<file path="config.mk">
export PLATFORM = sky130hd
export DESIGN_NAME = lrp_ram
export DESIGN_NICKNAME = d
export VERILOG_FILES = /design/src/rtl/lrp_ram.sv
export SDC_FILE = /design/constraint.sdc
export NUM_CORES = 1
export LEC_CHECK = 0
export BUFFER_PORTS_ARGS = -buffer_cell sky130_fd_sc_hd__buf_4
export CAP_MARGIN = 20
export CORE_ASPECT_RATIO = 1.1
export CORE_MARGIN = 2
export CORE_UTILIZATION = 43
export DETAILED_ROUTE_END_ITERATION = 7
export PLACE_DENSITY = 0.61
export SYNTH_ARGS = -nofsm -noshare
export SYNTH_HDL_FRONTEND = slang
export SYNTH_SLANG_ARGS = --single-unit
</file>
<file path="constraint.sdc">
create_clock -name clk -period 3.85 [get_ports clk]
set_input_delay 0 -clock clk [delete_from_list [all_inputs] [get_ports clk]]
set_output_delay 0 -clock clk [all_outputs]
set_load 0.01 [all_outputs]
</file>
<file path="src/rtl/lrp_ram.sv">
// generic single-port-write, single-port-read ram with registered read
module lrp_ram #(
	parameter int WIDTH = 8,
	parameter int DEPTH = 64
) (
	input  logic                     clk,
	input  logic                     we,
	input  logic [$clog2(DEPTH)-1:0] waddr,
	input  logic [WIDTH-1:0]         wdata,
	input  logic [$clog2(DEPTH)-1:0] raddr,
	output logic [WIDTH-1:0]         rdata
);
	logic [WIDTH-1:0] mem [DEPTH];

	always_ff @(posedge clk) begin
		if (we) begin
			mem[waddr] <= wdata;
		end
		rdata <= mem[raddr];
	end
endmodule

</file>
---- Word-level counts from Yosys, hierarchy flattened ----
Memories as Yosys holds them, arrays and structs flattened. A register that Yosys moved wholly into a read port is not among the register bits.
Cells that the tools add are included.
storage, ports and cells
  latch bits .............................. 0
  word-level logic and storage cells ...... 3
  memories kept ........................... 1
  output and inout bits ................... 8
  input bits .............................. 22
  bits in read-only memories .............. 0
  register bits after elaboration ......... 0
  memory bits (writable) .................. 512
memory list
  memory  words  bits a word  read ports  clocked after Yosys merged registers in  wr ports  RTL line  text
  mem     64     8            1           1                                        1         13        logic [WIDTH-1:0] mem [DEPTH];
cells by class
  add/subtract/negate cells ............... 0
  $mul .................................... 0
  shift-type cells ........................ 0
  reductions and logical operators ........ 0
  bitwise logic cells ..................... 0
  divide/modulo/power cells ............... 0
  multiplexer cells ....................... 2
  equal/unequal tests ..................... 0
  $lt $le $gt $ge ......................... 0
operator list
  kind     number
  $mux W1  2

---- Logic depth before layout (Yosys ltp) ----
Gate-level depths: netlist (run 1).
  depth after elaboration ................. 2
  depth in mapped cells ................... 9
  depth with buffers taken out ............ 5

---- Least setup slack after synthesis (run 1) ----
OpenSTA, ideal clock, no wires.
  kind .................................... reg-to-reg
  start ................................... mem mem[29][4]
  end ..................................... reg rdata[4] (read register of mem)
  arrival ................................. 1.560 ns
  stages on the path, launching flop included .. 6
  library setup time ...................... 0.132 ns
  required time ........................... 3.718 ns
  path buffers ............................ 0
  period minus slack after synthesis ...... 1.692 ns
  setup slack ............................. 2.158 ns
  cells stage by stage .................... edfxtp_1 -> mux4_2 -> mux2_2 -> o221a_2 -> nor3_1 -> o32ai_1
RTL lines
  what                RTL line  text
  start: declaration  13
  end: declaration    11        output logic [WIDTH-1:0] rdata

==> impl_metrics.tcl, run 1 <==
set metrics [dict create \
    violations "negative hold slack" \
    worstMarginPinSlew_ps 1037 \
    dp_hpwl_mm 25.74 \
    period_minus_slack_ps 2578 \
    p_seq_share_pct 54.8 \
    powerDensity_nw_per_um2 508.7 \
    wl_met3_mm 2.597 \
    antenna_left 0 \
    fp-row-count 83 \
    synth_xor_area_share_pct 0 \
    final_common_cell "edfxtp_1" \
    hp-class "input pin to register" \
    synthSimpleGateAreaFrac_pct 3.388 \
    met2_wirelength_mm 21.48 \
    final_cell_count_no_fill 1628 \
    comb_power_share_pct 5.1 \
    final_util_pct 48.51 \
    core_sq_um 46520 \
    final_cell_mix "edfxtp_1 (512), mux4_2 (126), nor2_1 (83), clkbuf_16 (53), buf_4 (39)" \
    critPathLaunchType "register" \
    syn_inst 940 \
    cts_made_buffers 52 \
    die_h_um 231.1 \
    synthMuxAreaShare_pct 15.94 \
    antenna_found_initial 0 \
    ys_warn_count 0 \
    rrSetupSlack_ps 1270 \
    worst_ir_drop_vdd_mv 0.3507 \
    r2r_cells 5 \
    cts_resized 0 \
    nNetsFinal 1019 \
    reg2reg_to "rdata[2]" \
    ys_ff_latch 520 \
    whs_path_depth 1 \
    pre_cts_ws_ps 1064 \
    fin_setup_tns_ps 0 \
    p_int_mw 9.096 \
    gp_congestion 0.7900 \
    final_area_sq_um 22570 \
    syn_area_sq_um 20170 \
    critPathTopFamily "multiplexers" \
    die_w_um 210.5 \
    slew_viol_final 0 \
    synth-edff-count 512 \
    cp_slowest_cell "a221oi_1" \
    io_pins 30 \
    grt-ovfl-total 0 \
    vias 9447 \
    htree_levels 2 \
    r2r-start "mem[46][2]" \
    hold_path_end "mem[16][2]" \
    grt_max_degree 74 \
    grt_pass1_vias 9801 \
    p_total_mw 11.48 \
    crit_fanout 1 \
    cts_tree "yes" \
    ys_seq_area_share_pct 77.03 \
    grt_pass1_wl_mm 64.98 \
    cp.arrival_ps 3050 \
    via_per_inst 5.803 \
    area_growth_pct 11.92 \
    top_layer "met4" \
    placed_area_sq_um 20920 \
    slowest_delay_ps 580 \
    synth_ff_type "edfxtp_1" \
    clockBufferDepth 3 \
    grt_usage_pct 18.49 \
    drtPass1Iterations 5 \
    wl_per_cell_um 26.87 \
    rsz0062_at_grt "no" \
    max_freq_mhz 387.9 \
    synth_area_per_cell_sq_um 21.45 \
    min_from "wdata[2]" \
    synth_compound_area_share_pct 2.072 \
    post-route-period-util_pct 66.95 \
    critPathBufInv 1 \
    end_kind "register" \
    cts.sinks 520 \
    num_antenna_cells 0 \
    first_iter_violations 763 \
    wl_met1_mm 18.59 \
    clkPwrFrac_pct 40.2 \
    power_leakage_nw 6.955 \
    drive_above_1_share_pct 23.72 \
    status "finished, violations left" \
    netSwitchingPower_mw 2.385 \
    skew_ps 17.04 \
    cap_violations 0 \
    cts-root-buf "clkbuf_16" \
    start_util_pct 43.35 \
    finalWorstSetupSlack_ps 1272 \
    drc 0 \
    port-buffer-count 29 \
    finalHoldViolations 10 \
    yosysUniqueCellTypes 40 \
    sw_frac_of_total_pct 20.77 \
    synth_top_family_by_area "multiplexers" \
    async_reset_ff_share_pct 0 \
    dp_cells 1525 \
    holdWs_ps -15.53 \
    cp_cell_sequence "mux4_2 > mux2_2 > a221oi_1 > o2bb2ai_1 > dlygate4sd3_1" \
    clk_pin_slew_ps 60 \
    design.die.area_sq_um 48650 \
    synth_fa_ha_area_share_pct 0 \
    routed_wl_mm 43.74 \
    crit_required_ps 4330 \
    setup_violations 0 \
    worstSetupPathType "register to register" \
    clock_latency_ps 590 \
    syn-num-nets 962 \
    slew_headroom_pct 29.07 \
]
==> worst max-delay path by stage <==
stage	start	end	slack, ps	cells past startpoint
floorplan	mem[29][4]	rdata[4]	2160	5
global placement	raddr[1]	rdata[5]	1020	6
detailed placement	raddr[1]	rdata[5]	1060	6
CTS	mem[44][2]	rdata[2]	1160	5
global route	mem[46][2]	rdata[2]	1130	5
finish	mem[46][2]	rdata[2]	1270	5
==> power groups by stage <==
stage / registers, mW / clock network (mW) / logic, mW
3_3_place_gp: 6.41 / 0 / 0.572
3_5_place_dp: 6.41 / 0 / 0.580
4_1_cts: 6.29 / 4.70 / 0.593
2_1_floorplan: 6.40 / 0 / 0.334
5_1_grt: 6.29 / 4.92 / 0.625
6_report: 6.29 / 4.61 / 0.580
==> synth_stat cells (7+ instances only) <==
cell / instances / area [sq um]
nand2b_1: 7 / 43.79
clkbuf_1: 17 / 63.81
dfxtp_1: 8 / 160.2
buf_4: 13 / 97.59
nor2_1: 83 / 311.6
o221ai_1: 8 / 70.07
nor3_1: 7 / 35.03
nand2_1: 19 / 71.32
mux2_2: 13 / 146.4
edfxtp_1: 512 / 15370
nor2b_1: 14 / 87.58
nand3_1: 13 / 65.06
mux2i_1: 23 / 230.2
o22ai_1: 8 / 50.05
buf_2: 11 / 55.05
mux4_2: 126 / 2838
==> layout make-up <==
| cell class | count | area [sq um] |
|---|---|---|
| Tap cell | 595 | 744.5 |
| Multi-Input combinational cell | 369 | 4315 |
| Fill cell | 3816 | 23950 |
| Clock inverter | 17 | 107.6 |
| Timing Repair Buffer | 54 | 456.7 |
| Sequential cell | 520 | 15530 |
| Clock buffer | 73 | 1411 |
==> registers in the layout (all words and copies together) (netlist names) <==
| register | flops |
|---|---|
| rdata | 8 |
| mem | 512 |
==> per-layer routing <==
layer	up-vias	global-route usage, %
met3	73	3.591
met1	5039	25.37
met2	305	30.20
li1	4030	-
met5	-	0
met4	0	5.700
==> timing repair <==
| item | in CTS | in global routing |
|---|---|---|
| setup buffers | 0 | 0 |
| endpoints found under the hold margin | 297 | 0 |
| hold buffers | 13 | 0 |
==> cell families after synthesis <==
| kind of cell | Yosys count |
|---|---|
| mux | 162 |
| buf+inv | 51 |
| compound gates | 54 |
| simple gates | 153 |
| flops | 520 |
(Power assumes the default switching activity.)
==> run 2: changes to the inputs <==
==> constraint.sdc (replaced) <==
create_clock -name clk -period 2.55 [get_ports clk]
set_input_delay 0 -clock clk [delete_from_list [all_inputs] [get_ports clk]]
set_output_delay 0 -clock clk [all_outputs]
set_load 0.01 [all_outputs]
==> impl_metrics.tcl, run 2 (synthesis gave the netlist of run 1 again) <==
set metrics [dict create \
    status "finished, violations left" \
    violations "negative hold slack" \
    cts_resized 0 \
    grt_pass1_vias 10140 \
    fin_setup_tns_ps 0 \
    hp-class "input pin to register" \
    netSwitchingPower_mw 3.572 \
    p_int_mw 13.61 \
    port-buffer-count 29 \
    finalWorstSetupSlack_ps 246.4 \
    max_freq_mhz 434.1 \
    cts_made_buffers 51 \
    hold_path_end "mem[22][2]" \
    powerDensity_nw_per_um2 742.9 \
    gp_congestion 0.7898 \
    cts_setup_buffers 0 \
    crit_fanout 1 \
    whs_path_depth 1 \
    design.die.area_sq_um 48650 \
    cp.arrival_ps 2740 \
    worstSetupPathType "register to register" \
    clk_pin_slew_ps 60 \
    clkPwrFrac_pct 39.4 \
    worst_ir_drop_vdd_mv 0.3919 \
    power_leakage_nw 7.336 \
    area_growth_pct 14.70 \
    setup_violations 0 \
    post-route-period-util_pct 90.34 \
    start_util_pct 43.35 \
    p_seq_share_pct 55.2 \
    holdWs_ps -5.242 \
    n_fill_cell 3721 \
    final_cell_count_no_fill 1701 \
    end_kind "register" \
    core_sq_um 46520 \
    antenna_found_initial 0 \
    placed_area_sq_um 21550 \
    regMostFlops "mem" \
    rsz0062_at_grt "no" \
    num_antenna_cells 0 \
    pre_cts_ws_ps 131.0 \
    rrSetupSlack_ps 250 \
    cap_violations 0 \
    sw_frac_of_total_pct 20.79 \
    final_cell_mix "edfxtp_1 (512), mux4_2 (126), buf_4 (110), nor2_1 (83), clkbuf_16 (53)" \
    regArea_sq_um 15530 \
    fp-row-count 83 \
    skew_ps 13.46 \
    critPathLaunchType "register" \
    slew_headroom_pct 49.66 \
    nNetsFinal 1091 \
    min_from "wdata[2]" \
    routed_wl_mm 45.12 \
    cts-root-buf "clkbuf_16" \
    final_area_sq_um 23130 \
    die_h_um 231.1 \
    crit_required_ps 2980 \
    r2r_cells 5 \
    dp_hpwl_mm 27.60 \
    grt_usage_pct 19.14 \
    die_w_um 210.5 \
    drc 0 \
    dp_cells 1601 \
    wl_per_cell_um 26.53 \
    cts_tree "yes" \
    io_pins 30 \
    period_minus_slack_ps 2304 \
    top_regs "mem: 512 flops, rdata: 8 flops" \
    grt_pass1_wl_mm 67.36 \
    vias 9797 \
    p_total_mw 17.18 \
    r2r-start "mem[24][6]" \
    drive_above_1_share_pct 28.66 \
    via_per_inst 5.760 \
    clockBufferDepth 3 \
    htree_levels 2 \
    comb_power_share_pct 5.3 \
    antenna_left 0 \
    slew_viol_final 0 \
    clock_latency_ps 580 \
    ctsHoldBuffers 9 \
    multi_input_area_sq_um 4315 \
    drtPass1Iterations 5 \
    reg2reg_to "rdata[6]" \
    finalHoldViolations 7 \
    grt_max_degree 65 \
    grt-ovfl-total 0 \
    largest_reg_flops 512 \
    first_iter_violations 923 \
    cts.sinks 520 \
    worstMarginPinSlew_ps 755.1 \
    final_common_cell "edfxtp_1" \
]
run 2: cell types whose count changed in the layout (fill, tap and decap cells not counted):
cell           before  now
clkinv_1            8   13
bufinv_16           1    0
clkbuf_8            2    1
clkinv_2            6    4
clkbuf_1           19   18
inv_6               2    0
dlygate4sd3_1      13   10
buf_12              1    6
buf_4              39  110
clkinvlp_4          0    2
run 2: per-layer routing:
metal | vias up | GRT usage (%) | wire, um | share of wire (%)
met4 | 0 | 5.678 | 1149 | 2.5
met5 | - | 0 | 0 | 0
li1 | 4182 | - | - | -
met3 | 74 | 4.106 | 2923 | 6.5
met1 | 5238 | 25.91 | 19000 | 42
met2 | 303 | 31.48 | 22050 | 49
run 2: final cells by class:
| type | count | share of cell area, % |
|---|---|---|
| Tap cell | 595 | 3.218 |
| Multi-Input combinational cell | 369 | 18.66 |
| Sequential cell | 520 | 67.16 |
| Clock inverter | 19 | 0.3624 |
| Timing Repair Buffer | 127 | 4.581 |
| Clock buffer | 71 | 6.026 |
run 2: worst max path at each step:
stage | to | slack [ps] | cells after the start | from
CTS | rdata[4] | 260 | 5 | mem[29][4]
detailed placement | rdata[4] | 130 | 6 | raddr[0]
global placement | rdata[6] | 130 | 6 | raddr[0]
floorplan | rdata[4] | 860 | 5 | mem[29][4]
global route | rdata[6] | 70 | 5 | mem[20][6]
finish | rdata[6] | 250 | 5 | mem[24][6]
run 2: worst max-delay path: stages (launching register included):
cell      delay, ps
edfxtp_1        370
mux4_2          460
mux2_2          270
o221a_2         260
nor3_1          610
o32ai_1         180
run 2: through the flow:
| step | hold slack, ps | util, % |
|---|---|---|
| finish | -5.242 | 49.72 |
| detailed placement | 405.5 | 46.33 |
| global route | 10.31 | 49.72 |
| floorplan | 98.87 | - |
| global placement | 412.9 | 46.33 |
| CTS | 3.712 | 49.70 |
run 2: power groups by stage:
| stage | registers, mW | logic [mW] | clock network, mW |
|---|---|---|---|
| floorplan | 9.66 | 0.504 | 0 |
| global placement | 9.67 | 0.902 | 0 |
| detailed placement | 9.67 | 0.916 | 0 |
| CTS | 9.49 | 0.929 | 6.93 |
| global route | 9.49 | 0.980 | 7.26 |
| finish | 9.49 | 0.913 | 6.78 |
